**src/hdl/i2cram_pkg.sv**
```systemverilog
`default_nettype none

package i2cram_pkg;

	localparam int MAX_BURST = 16;

	localparam logic [15:0] PHASE_TICKS_RST    = 16'd50;
	localparam logic [6:0]  DEVICE_ADDRESS_RST = 7'd81;
	localparam logic [15:0] ACK_WAIT_LIMIT_RST = 16'd1000;

	// command codes carried in the operation field
	localparam logic [1:0] OP_TICK  = 2'd0;
	localparam logic [1:0] OP_WRITE = 2'd1;
	localparam logic [1:0] OP_READ  = 2'd2;

	// configuration register indexes
	localparam logic [1:0] CFG_PHASE_TICKS    = 2'd0;
	localparam logic [1:0] CFG_DEVICE_ADDRESS = 2'd1;
	localparam logic [1:0] CFG_ACK_WAIT_LIMIT = 2'd2;

	// index of a byte in a transaction: device address, register address, third byte
	localparam logic [4:0] BYTE_DEV = 5'd0;
	localparam logic [4:0] BYTE_REG = 5'd1;
	localparam logic [4:0] BYTE_RPT = 5'd2;
	localparam logic [4:0] BYTE_CNT = 5'd3;

	typedef enum logic [3:0] {
		PH_IDLE   = 4'd0,
		PH_S_HI   = 4'd1,
		PH_S_LO   = 4'd2,
		PH_B_LO   = 4'd3,
		PH_B_HI   = 4'd4,
		PH_A_LO   = 4'd5,
		PH_A_WAIT = 4'd6,
		PH_A_END  = 4'd7,
		PH_R_LO   = 4'd8,
		PH_R_HI   = 4'd9,
		PH_K_LO   = 4'd10,
		PH_K_HI   = 4'd11,
		PH_P_LO   = 4'd12,
		PH_P_HI   = 4'd13,
		PH_P_END  = 4'd14
	} phase_t;

	typedef struct packed {
		logic       busy_res;
		logic       done_res;
		logic       ack_missing;
		logic       read_valid;
		logic [7:0] read_byte;
		logic       sda_release;
		logic       scl_level;
	} result_t;

	typedef struct packed {
		logic       sda_in;
		logic [4:0] burst_length;
		logic [7:0] write_data;
		logic [7:0] reg_address;
		logic [1:0] operation;
	} item_t;

endpackage

`default_nettype wire

```
**src/hdl/i2c_register_access_master_top.sv**
```systemverilog
`default_nettype none

// I2C register-access master driven by a stream of bus ticks. Each input item is either a
// tick (sample SDA, advance the bus sequencer) or a command that starts a register write
// (start, device address + W, register address, data, stop) or a burst read (start,
// device address + W, register address, repeated start, device address + R, N bytes,
// ACK on all but the last, NACK, stop). Every item yields exactly one result carrying the
// SCL/SDA levels to drive during that tick plus read-byte and status flags. Commands that
// arrive while a transaction runs are ignored. Throughput is one item per clock unless the
// result side stalls; the input and result registers lie around the single sequencer update.
// The user is to write configuration (phase length, slave address, acknowledge poll limit)
// through the cfg channel only while no transfer is in flight; the block does not check this.
module i2c_register_access_master_top (
	input  wire logic        clk,
	input  wire logic        arst_n,
	input  wire logic        cfg_valid,
	output logic             cfg_ready,
	input  wire logic [1:0]  cfg_index,
	input  wire logic [15:0] cfg_data,
	input  wire logic        s_tvalid,
	output logic             s_tready,
	// operation[1:0], reg_address[9:2], write_data[17:10], burst_length[22:18], sda_in[23]
	input  wire logic [23:0] s_tdata,
	output logic             m_tvalid,
	input  wire logic        m_tready,
	// scl_level[0], sda_release[1], read_byte[9:2], read_valid[10], ack_missing[11],
	// done_res[12], busy_res[13], zero fill[15:14]
	output logic [15:0]      m_tdata,
	output logic             m_tlast  // read_last
);

	// configuration
	logic [15:0] phase_ticks_q;
	logic [6:0]  device_address_q;
	logic [15:0] ack_wait_limit_q;

	// input register
	logic                 valid_s1;
	i2cram_pkg::item_t    item_s1;

	// result register
	logic                 out_valid_q;
	i2cram_pkg::result_t  out_data_q;
	logic                 out_last_q;

	// sequencer state
	i2cram_pkg::phase_t phase_q, phase_d;
	logic [3:0]  bit_cnt_q, bit_cnt_d;
	logic [4:0]  byte_cnt_q, byte_cnt_d;
	logic [7:0]  shift_q, shift_d;
	logic [15:0] tick_cnt_q, tick_cnt_d;
	logic [15:0] ack_cnt_q, ack_cnt_d;
	logic [7:0]  held_reg_q, held_reg_d;
	logic [7:0]  held_data_q, held_data_d;
	logic [4:0]  held_len_q, held_len_d;
	logic        held_rd_q, held_rd_d;
	logic        timeout_q, timeout_d;

	logic                 adv;
	i2cram_pkg::result_t  res_d;
	logic                 last_d;

	logic        is_cmd;
	logic        is_last;
	logic [15:0] pt;
	logic [15:0] lim;
	logic [15:0] tick_inc;
	logic [15:0] ack_inc;
	logic [7:0]  addr_w;
	logic [4:0]  blen;
	logic [4:0]  byte_inc;
	logic [3:0]  bit_inc;
	logic [7:0]  shift_in;
	logic        scl_now;
	logic        sda_now;

	assign cfg_ready = 1'b1;
	assign adv       = valid_s1 && (!out_valid_q || m_tready);
	assign s_tready  = !valid_s1 || adv;
	assign m_tvalid  = out_valid_q;
	assign m_tdata   = {2'b00, out_data_q};
	assign m_tlast   = out_last_q;

	always_ff @(posedge clk or negedge arst_n) begin
		if (!arst_n) begin
			phase_ticks_q    <= i2cram_pkg::PHASE_TICKS_RST;
			device_address_q <= i2cram_pkg::DEVICE_ADDRESS_RST;
			ack_wait_limit_q <= i2cram_pkg::ACK_WAIT_LIMIT_RST;
		end else if (cfg_valid && cfg_ready) begin
			unique case (cfg_index)
				i2cram_pkg::CFG_PHASE_TICKS:    phase_ticks_q    <= cfg_data;
				i2cram_pkg::CFG_DEVICE_ADDRESS: device_address_q <= cfg_data[6:0];
				i2cram_pkg::CFG_ACK_WAIT_LIMIT: ack_wait_limit_q <= cfg_data;
				default: ;
			endcase
		end
	end

	always_ff @(posedge clk or negedge arst_n) begin
		if (!arst_n) begin
			valid_s1 <= 1'b0;
		end else if (s_tready) begin
			valid_s1 <= s_tvalid;
		end
	end

	always_ff @(posedge clk) begin
		if (s_tready && s_tvalid) begin
			item_s1 <= i2cram_pkg::item_t'(s_tdata);
		end
	end

	always_ff @(posedge clk or negedge arst_n) begin
		if (!arst_n) begin
			out_valid_q <= 1'b0;
		end else if (adv) begin
			out_valid_q <= 1'b1;
		end else if (m_tready) begin
			out_valid_q <= 1'b0;
		end
	end

	always_ff @(posedge clk) begin
		if (adv) begin
			out_data_q <= res_d;
			out_last_q <= last_d;
		end
	end

	always_ff @(posedge clk or negedge arst_n) begin
		if (!arst_n) begin
			phase_q     <= i2cram_pkg::PH_IDLE;
			bit_cnt_q   <= '0;
			byte_cnt_q  <= '0;
			shift_q     <= '0;
			tick_cnt_q  <= '0;
			ack_cnt_q   <= '0;
			held_reg_q  <= '0;
			held_data_q <= '0;
			held_len_q  <= '0;
			held_rd_q   <= 1'b0;
			timeout_q   <= 1'b0;
		end else if (adv) begin
			phase_q     <= phase_d;
			bit_cnt_q   <= bit_cnt_d;
			byte_cnt_q  <= byte_cnt_d;
			shift_q     <= shift_d;
			tick_cnt_q  <= tick_cnt_d;
			ack_cnt_q   <= ack_cnt_d;
			held_reg_q  <= held_reg_d;
			held_data_q <= held_data_d;
			held_len_q  <= held_len_d;
			held_rd_q   <= held_rd_d;
			timeout_q   <= timeout_d;
		end
	end

	assign is_cmd   = (item_s1.operation == i2cram_pkg::OP_WRITE) ||
	                  (item_s1.operation == i2cram_pkg::OP_READ);
	assign is_last  = ({1'b0, byte_cnt_q} + 6'd1) >= {1'b0, held_len_q};
	assign pt       = (phase_ticks_q == '0) ? 16'd1 : phase_ticks_q;
	assign lim      = (ack_wait_limit_q == '0) ? 16'd1 : ack_wait_limit_q;
	assign tick_inc = tick_cnt_q + 16'd1;
	assign ack_inc  = ack_cnt_q + 16'd1;
	assign addr_w   = {device_address_q, 1'b0};
	assign byte_inc = byte_cnt_q + 5'd1;
	assign bit_inc  = bit_cnt_q + 4'd1;
	assign shift_in = {shift_q[6:0], item_s1.sda_in};

	always_comb begin
		blen = item_s1.burst_length;
		if (blen == '0) begin
			blen = 5'd1;
		end
		if (32'(blen) > i2cram_pkg::MAX_BURST) begin
			blen = 5'(i2cram_pkg::MAX_BURST);
		end
	end

	// pin levels follow directly from the current phase
	always_comb begin
		scl_now = 1'b1;
		sda_now = 1'b1;
		unique case (phase_q)
			i2cram_pkg::PH_S_LO: sda_now = 1'b0;
			i2cram_pkg::PH_B_LO: begin
				scl_now = 1'b0;
				sda_now = shift_q[7];
			end
			i2cram_pkg::PH_B_HI: sda_now = shift_q[7];
			i2cram_pkg::PH_A_LO,
			i2cram_pkg::PH_A_END,
			i2cram_pkg::PH_R_LO: scl_now = 1'b0;
			i2cram_pkg::PH_K_LO: begin
				scl_now = 1'b0;
				sda_now = is_last;
			end
			i2cram_pkg::PH_K_HI: sda_now = is_last;
			i2cram_pkg::PH_P_LO: begin
				scl_now = 1'b0;
				sda_now = 1'b0;
			end
			i2cram_pkg::PH_P_HI: sda_now = 1'b0;
			default: ;
		endcase
	end

	always_comb begin
		phase_d     = phase_q;
		bit_cnt_d   = bit_cnt_q;
		byte_cnt_d  = byte_cnt_q;
		shift_d     = shift_q;
		tick_cnt_d  = tick_cnt_q;
		ack_cnt_d   = ack_cnt_q;
		held_reg_d  = held_reg_q;
		held_data_d = held_data_q;
		held_len_d  = held_len_q;
		held_rd_d   = held_rd_q;
		timeout_d   = timeout_q;

		res_d             = '0;
		res_d.scl_level   = scl_now;
		res_d.sda_release = sda_now;
		res_d.busy_res    = (phase_q != i2cram_pkg::PH_IDLE);
		last_d            = 1'b0;

		if (is_cmd) begin
			res_d.busy_res = 1'b1;
			if (phase_q == i2cram_pkg::PH_IDLE) begin
				held_reg_d  = item_s1.reg_address;
				held_data_d = item_s1.write_data;
				held_len_d  = blen;
				held_rd_d   = (item_s1.operation == i2cram_pkg::OP_READ);
				bit_cnt_d   = '0;
				byte_cnt_d  = '0;
				shift_d     = '0;
				ack_cnt_d   = '0;
				timeout_d   = 1'b0;
				tick_cnt_d  = '0;
				phase_d     = i2cram_pkg::PH_S_HI;
			end
		end else if (phase_q == i2cram_pkg::PH_A_WAIT) begin
			// poll until the slave pulls SDA low or the limit runs out
			if (!item_s1.sda_in) begin
				ack_cnt_d  = '0;
				tick_cnt_d = '0;
				phase_d    = i2cram_pkg::PH_A_END;
			end else begin
				ack_cnt_d = ack_inc;
				if (ack_inc >= lim) begin
					timeout_d  = 1'b1;
					ack_cnt_d  = '0;
					tick_cnt_d = '0;
					phase_d    = i2cram_pkg::PH_A_END;
				end
			end
		end else if (phase_q != i2cram_pkg::PH_IDLE) begin
			tick_cnt_d = tick_inc;
			if (tick_inc >= pt) begin
				tick_cnt_d = '0;
				unique case (phase_q)
					i2cram_pkg::PH_S_HI: phase_d = i2cram_pkg::PH_S_LO;
					i2cram_pkg::PH_S_LO: begin
						bit_cnt_d = '0;
						phase_d   = i2cram_pkg::PH_B_LO;
						if (byte_cnt_q == i2cram_pkg::BYTE_DEV) begin
							shift_d = addr_w;
						end else if (byte_cnt_q == i2cram_pkg::BYTE_REG) begin
							shift_d = held_reg_q;
						end else begin
							shift_d = held_rd_q ? (addr_w | 8'd1) : held_data_q;
						end
					end
					i2cram_pkg::PH_B_LO: phase_d = i2cram_pkg::PH_B_HI;
					i2cram_pkg::PH_B_HI: begin
						shift_d = {shift_q[6:0], 1'b0};
						if (bit_inc >= 4'd8) begin
							bit_cnt_d = '0;
							phase_d   = i2cram_pkg::PH_A_LO;
						end else begin
							bit_cnt_d = bit_inc;
							phase_d   = i2cram_pkg::PH_B_LO;
						end
					end
					i2cram_pkg::PH_A_LO: begin
						ack_cnt_d = '0;
						phase_d   = i2cram_pkg::PH_A_WAIT;
					end
					i2cram_pkg::PH_A_END: begin
						byte_cnt_d = byte_inc;
						if (!held_rd_q && byte_inc >= i2cram_pkg::BYTE_CNT) begin
							phase_d = i2cram_pkg::PH_P_LO;
						end else if (held_rd_q && byte_inc == i2cram_pkg::BYTE_RPT) begin
							// repeated start before the read address
							phase_d = i2cram_pkg::PH_S_HI;
						end else if (held_rd_q && byte_inc >= i2cram_pkg::BYTE_CNT) begin
							byte_cnt_d = '0;
							bit_cnt_d  = '0;
							shift_d    = '0;
							phase_d    = i2cram_pkg::PH_R_LO;
						end else begin
							bit_cnt_d = '0;
							phase_d   = i2cram_pkg::PH_B_LO;
							if (byte_inc == i2cram_pkg::BYTE_REG) begin
								shift_d = held_reg_q;
							end else begin
								shift_d = held_data_q;
							end
						end
					end
					i2cram_pkg::PH_R_LO: phase_d = i2cram_pkg::PH_R_HI;
					i2cram_pkg::PH_R_HI: begin
						shift_d = shift_in;
						if (bit_inc >= 4'd8) begin
							bit_cnt_d        = '0;
							res_d.read_valid = 1'b1;
							res_d.read_byte  = shift_in;
							last_d           = is_last;
							phase_d          = i2cram_pkg::PH_K_LO;
						end else begin
							bit_cnt_d = bit_inc;
							phase_d   = i2cram_pkg::PH_R_LO;
						end
					end
					i2cram_pkg::PH_K_LO: phase_d = i2cram_pkg::PH_K_HI;
					i2cram_pkg::PH_K_HI: begin
						if (is_last) begin
							phase_d = i2cram_pkg::PH_P_LO;
						end else begin
							byte_cnt_d = byte_inc;
							shift_d    = '0;
							phase_d    = i2cram_pkg::PH_R_LO;
						end
					end
					i2cram_pkg::PH_P_LO: phase_d = i2cram_pkg::PH_P_HI;
					i2cram_pkg::PH_P_HI: phase_d = i2cram_pkg::PH_P_END;
					default: begin
						res_d.done_res = 1'b1;
						phase_d        = i2cram_pkg::PH_IDLE;
					end
				endcase
			end
		end

		res_d.ack_missing = timeout_d;
	end

`ifndef SYNTHESIS
	a_read_from_rhi: assert property (@(posedge clk) disable iff (!arst_n)
		adv && res_d.read_valid |-> phase_q == i2cram_pkg::PH_R_HI)
		else $error("read byte reported outside the last read bit phase");

	a_done_to_idle: assert property (@(posedge clk) disable iff (!arst_n)
		adv && res_d.done_res |=> phase_q == i2cram_pkg::PH_IDLE)
		else $error("sequencer not idle after stop completed");

	a_bit_cnt_range: assert property (@(posedge clk) disable iff (!arst_n)
		bit_cnt_q < 4'd8)
		else $error("bit counter out of range");

	a_byte_in_burst: assert property (@(posedge clk) disable iff (!arst_n)
		phase_q == i2cram_pkg::PH_R_HI |-> byte_cnt_q < held_len_q)
		else $error("read past burst length");

	a_last_is_nack: assert property (@(posedge clk) disable iff (!arst_n)
		adv && res_d.read_valid && last_d |=> phase_q == i2cram_pkg::PH_K_LO && sda_now)
		else $error("last read byte not followed by NACK");
`endif

endmodule

`default_nettype wire

```
**config.mk**
```make
export PLATFORM = sky130hd
export DESIGN_NAME = i2c_register_access_master_top
export DESIGN_NICKNAME = d
export VERILOG_FILES = /design/src/hdl/i2cram_pkg.sv /design/src/hdl/i2c_register_access_master_top.sv
export SDC_FILE = /design/constraint.sdc
export NUM_CORES = 1
export LEC_CHECK = 0
export ABC_CLOCK_PERIOD_IN_PS = 3700
export BUFFER_PORTS_ARGS = -buffer_cell sky130_fd_sc_hd__buf_2
export CORE_MARGIN = 2
export CORE_UTILIZATION = 60
export DETAILED_ROUTE_END_ITERATION = 10
export PLACE_DENSITY = 0.84
export SETUP_SLACK_MARGIN = 0.1
export SYNTH_ARGS = -nofsm -noshare
export SYNTH_HDL_FRONTEND = slang
export SYNTH_SLANG_ARGS = --single-unit
export TNS_END_PERCENT = 50
```
**constraint.sdc**
```tcl
create_clock -name clk -period 3.7 [get_ports clk]
set_input_delay 0.74 -clock clk [delete_from_list [all_inputs] [get_ports clk]]
set_output_delay 0.74 -clock clk [all_outputs]
set_load 0.1 [all_outputs]
```
-- Yosys cells after proc, flatten, opt, wreduce, memory -nomap -nowiden
Index checks and enable logic that the tools add are counted.
- eq/ne operators: 26
- reductions and logical operators: 46
- add/sub/neg operators: 5
- magnitude comparators: 6
- mux-type cells: 76
- bitwise operators: 4
- operators with widths (operator ; number):
    2-to-1 mux 16 bit ; 16
    2-to-1 mux 8 bit ; 13
    2-to-1 mux 4 bit ; 18
    2-to-1 mux 5 bit ; 11
    one-hot mux 4 bit (12 select lines) ; 1
    one-hot mux 8 bit (5 select lines) ; 1
    adder 16 x 1 -> 16 bit (second input constant) ; 2
    greater-or-equal comparator 16 bit ; 2
    logical NOT 16 bit ; 2
    == test 4 bit (second input constant) ; 6
    == test 4 x 3 -> 1 bit (second input constant) ; 4
    one-hot mux 4 bit (3 select lines) ; 1
    nonzero test 3 bit ; 4
    OR reduction 12 bit ; 1
    OR reduction 6 bit ; 2
    == test 5 x 1 -> 1 bit (second input constant) ; 2
    logical NOT 5 bit ; 2
    one-hot mux 5 bit (2 select lines) ; 1
    AND reduction 5 bit ; 2
    2-to-1 mux 1 bit ; 9
    2-to-1 mux 9 bit ; 1
    != test 3 bit (second input constant) ; 3
    AND reduction 9 bit ; 1
    == test 4 x 2 -> 1 bit (second input constant) ; 2
    35 further kinds ; 56
- bits of input ports: 47
- register bits: 156
- output and inout bits: 20

-- Depth between registers and ports, before layout
- depth after elaboration: 11
- depth in mapped cells: 16
- mapped depth without buffers: 14

-- Worst setup path after synthesis
No wires, ideal clock.
- path type: register -> register
- from: reg tick_cnt_q[0]
- to: reg out_data_q, in the netlist m_tdata[2], data pin
- path buffers: 1
- stages on the path, launching flop included: 16
- arrival: 3.242 ns
- setup time: 0.134 ns
- slack: 0.324 ns
- cell sequence: dfrtp_1 nand3_1 or3_1 nor2_1 nand3_1 nor2_1 xor2_1 ha_1 nand2_1 nor2_1 o211ai_1 o21ai_1 buf_2 nand2_1 nor4_1 and2_1
- word-level cells in the longest chain between the ends: 4
- RTL lines (item ; RTL line ; text):
    from (decl) ; i2c_register_access_master_top.sv:51 ; logic [15:0] tick_cnt_q, tick_cnt_d;
    from (signal assigned) ; i2c_register_access_master_top.sv:148 ; tick_cnt_q <= tick_cnt_d;
    adder 16 x 1 -> 16 bit ; i2c_register_access_master_top.sv:163 ; assign tick_inc = tick_cnt_q + 16'd1;
    greater-or-equal comparator 16 bit ; i2c_register_access_master_top.sv:259 ; if (tick_inc >= pt) begin
    inverter 1 bit (no source line) ; - ;
    OR reduction 6 bit (no source line) ; - ;
    to (signal assigned) ; i2c_register_access_master_top.sv:125 ; out_data_q <= res_d;
    to (decl) ; i2c_register_access_master_top.sv:43 ; i2cram_pkg::result_t out_data_q;
Every way passes these cells.
A chain may end at the register's enable or synchronous reset.

-- Worst setup path after layout
- from: reg tick_cnt_q[0]
- to: reg tick_cnt_q[6]
- word-level cells in the longest chain between the ends: 6
- RTL lines (item ; RTL line ; text):
    adder 16 x 1 -> 16 bit * ; i2c_register_access_master_top.sv:163 ;
    greater-or-equal comparator 16 bit ; i2c_register_access_master_top.sv:259 ;
    2-to-1 mux 16 bit * ; i2c_register_access_master_top.sv:259 ;
    2-to-1 mux 16 bit * ; i2c_register_access_master_top.sv:257 ; end else if (phase_q != i2cram_pkg::PH_IDLE) begin
    2-to-1 mux 16 bit * ; i2c_register_access_master_top.sv:242 ; end else if (phase_q == i2cram_pkg::PH_A_WAIT) begin
    2-to-1 mux 16 bit * ; i2c_register_access_master_top.sv:227 ; if (is_cmd) begin
Mark *: on every way between the ends. The rest lies on a longest branch, timed or not. The select of a mux whose other input is x is not followed.

==> results.cfg <==
[yosys]
synthCells = 836
ys_warn_count = 0
yosysUniqueCellTypes = 69
synth-seq-area-share_pct = 47.9
synth_area_leaders = dfrtp_1 (31%), edfxtp_1 (14%), ha_1 (7.0%)
synth_ff_type = dfrtp_1
synth_top_area_cell = dfrtp_1
yosys-top-cells-count = dfrtp_1 (105), nand2_1 (90), inv_1 (55), o21ai_0 (55), mux2_2 (52)
yosysMostFrequentCell = dfrtp_1
syn_area_um2 = 8600
synth-edff-count = 39
ys_ff_latch = 156
async_reset_ff_share_pct = 75.0
yosys.area.top_type_share_pct = 30.6
post_synth.cell_area_avg_um2 = 10.3

[sta]
rsz0062_at_grt = yes
finalHoldWorstSlack_ns = 0.407
slew_viol_final = 0
finalCriticalPeriod_ns = 3.41
fmaxAchievable_mhz = 293
setup_viol = 0
worst_slack_ns = 0.290
tns_ns = 0
final-hold-violation-count = 0
fin_skew_ns = 0.0171
maxSlewHeadroom_pct = 32.6
worst_slew_pin_slew_ns = 1.01
fin_crit_sh_pct = 92.2

[layout]
instances_no_fill = 1130
nFillCells = 956
antennaDiodeCount = 0
nets = 1032
final_util_pct = 72.5
areaGrowthSynthToFinish_pct = 17.6
drive_gt1_share_pct = 24.6

[critical_path]
worstSetupPathType = reg -> reg
arrival_ns = 3.76
reg2reg_to = tick_cnt_q[6]$_DFFE_PN0P_
reg2regPathDepth = 12
critPathLaunchType = register
cp-end-kind = register
crit_path_frequent_cell = ha_1
r2r_slack_ns = 0.29
cp_cell_sequence = ha_1, and3_1, nand3_1, buf_4, xnor2_1, ha_1, a21o_1, a2111oi_4, o21ai_2, or4_4, or3_1, o21ai_0
worst_path_max_delay_cell = or4_4
critPathMaxStageDelay_ns = 0.63
worst-path-max-fanout = 8
cp_num_buf_inv = 1
critPathTopFamily = simple AND/OR/NAND/NOR gates
required_ns = 4.05
r2r_start = tick_cnt_q[0]$_DFFE_PN0P_

[place]
io_buffers = 63
globalplace.congestion = 0.923
pre_cts_slack_ns = -0.00752
dp.cells = 1092
dp_hpwl_um = 14100

[hold_path]
hold_class = in -> async

[floorplan]
fp.dieW_um = 124
dieArea_um2 = 15300
row_count = 43
fp.coreArea_um2 = 13900
ios = 67
start_util_pct = 61.7
die_h_um = 124

[cts]
max-clock-path-buffers = 2
hold_buffers = 0
cts_inserted_buffers = 17
clk-insertion-delay-late_ns = 0.44
cts_sinks = 156
clock-root-buffer = clkbuf_16
htree_levels = 4
clk_pin_slew_ns = 0.06
cts_tree = built

[global_route]
grt_overflow = 0
grt_antenna_before_repair = 0
grt_pass1_vias = 6810
grt_util_all_layers_pct = 27.8
grt_max_degree = 64
grt_pass1_wl_um = 32800

[job]
maxCapViolations = 0

[detailed_routing]
via_per_inst = 6.13
routed-wl-met2_um = 10500
wl_met1_um = 8140
ant_nets = 0
initialDrtViolationCount = 543
drt-wirelength-per-cell_um = 18.2
top_layer = met4
vias = 6928
wl_met3_um = 1240
drc = 0
drt_wl_total_um = 20500
drtPass1Iterations = 6

[power]
cellPowerDensity_nw_per_um2 = 639
switchingPower_mw = 2.36
combPwrFrac_pct = 35.1
power_leakage_nw = 4.53
p_sw_share_pct = 36.5
seqPwrFrac_pct = 37.1
peakVddDrop_mv = 0.435
pwr-share-clk_pct = 27.8
p_int_mw = 4.10

[outcome]
outcome = completed
==> sequential cells by signal, summed over array words and instances, names as in the netlist <==
name,count
phase_q,4
shift_q,8
held_rd_q,1
tick_cnt_q,16
ack_wait_limit_q,16
ack_cnt_q,16
m_tdata,14
m_tvalid,1
valid_s1,1
bit_cnt_q,4
phase_ticks_q,16
held_len_q,5
byte_cnt_q,5
held_reg_q,8
timeout_q,1
device_address_q,7
item_s1,24
m_tlast,1
held_data_q,8
==> metal layers <==
| metal | vias to the layer above | GRT usage (%) |
|---|---|---|
| met3 | 58 | 6.00 |
| met2 | 280 | 47.4 |
| li1 | 3236 | - |
| met1 | 3354 | 33.4 |
| met4 | 0 | 13.5 |
| met5 | - | 0 |
==> worst max path at each step <==
stage | startpoint | slack [ns] | depth (start not counted) | end
after floorplan | tick_cnt_q[0]$_DFFE_PN0P_ | 0.32 | 15 | m_tdata[2]$_SDFFCE_PP0P_
after global placement | tick_cnt_q[0]$_DFFE_PN0P_ | 0.11 | 14 | shift_q[4]$_DFFE_PN0P_
after detailed placement | ack_cnt_q[4]$_DFFE_PN0P_ | -0.008 | 15 | tick_cnt_q[11]$_DFFE_PN0P_
after CTS | ack_cnt_q[4]$_DFFE_PN0P_ | 0.14 | 15 | tick_cnt_q[14]$_DFFE_PN0P_
after global routing | ack_cnt_q[4]$_DFFE_PN0P_ | 0.06 | 14 | tick_cnt_q[6]$_DFFE_PN0P_
final | tick_cnt_q[0]$_DFFE_PN0P_ | 0.29 | 12 | tick_cnt_q[6]$_DFFE_PN0P_
==> layout by cell type, fill, tap and decap left out, types with 5 or more instances in the layout <==
cell type,instances
or3_1,5
nand4_1,6
a21o_1,6
nand2_1,89
mux2_2,52
ha_1,48
nor4_1,10
xnor2_1,16
nor2_1,42
a211oi_1,7
o211ai_1,7
dfrtp_1,105
dfstp_2,12
and2_1,12
nor2b_1,7
a32o_1,8
edfxtp_1,39
clkbuf_16,17
nor3_1,13
and3_1,6
nor3b_1,5
nand2b_1,21
nand3_1,26
a21oi_1,27
buf_4,50
inv_1,55
o21ai_0,51
a221o_1,6
a211o_1,7
buf_2,62
a31oi_1,5
o31ai_1,6
xor2_1,15
a311oi_1,7
a22o_1,7
==> cell type report <==
cell class	count	area (µm²)	area share, %
clock buffer	19	433	4.28
clock inverter	13	163	1.61
inverter	55	206	2.04
multi-input combinational	593	4260	42.1
sequential	156	4110	40.7
tap	180	225	2.23
timing repair buffer	114	708	7.01
==> per-stage QoR <==
stage | instance area [µm²] | total power, mW
CTS | 9960 | 6.38
global route | 10100 | 6.78
finish | 10100 | 6.46
floorplan | 8600 | 3.94
global placement | 9330 | 4.45
detailed placement | 9330 | 4.53
==> power by group through the flow <==
stage	clock network, mW	registers, mW	logic, mW
after floorplan	0	2.41	1.53
after detailed placement	0	2.40	2.13
after CTS	1.80	2.38	2.19
final	1.79	2.40	2.27
after global placement	0	2.38	2.07
after global routing	1.87	2.43	2.48
==> cells by family after synthesis <==
kind of cell | Yosys count | share of synthesized area [%]
compound gates | 181 | 14.6
xor+xnor | 32 | 3.26
fa+ha+maj | 48 | 6.99
buf+inv | 88 | 4.16
flops | 156 | 47.9
mux | 55 | 7.18
other cells | 2 | 0.0874
simple gates | 274 | 15.9
==> timing repair <==
action | CTS | global route
endpoints found under the setup margin | 51 | 62
resized for setup | 6 | 25
gates cloned | 0 | 0
pin swaps | 1 | 4
setup buffers | 0 | 6
==> worst register-to-register path, delay by kind of cell (launching register included) <==
family                   cells  cell delay [ns]
AO/OA/AOI/OAI                4             0.88
AND/OR/NAND/NOR              4             1.32
XOR/XNOR                     1             0.13
adder cells (fa/ha/maj)      2             0.41
buffers and inverters        1             0.19
flip-flops                   1             0.41
Note: power is estimated with default switching activity, not from simulation.
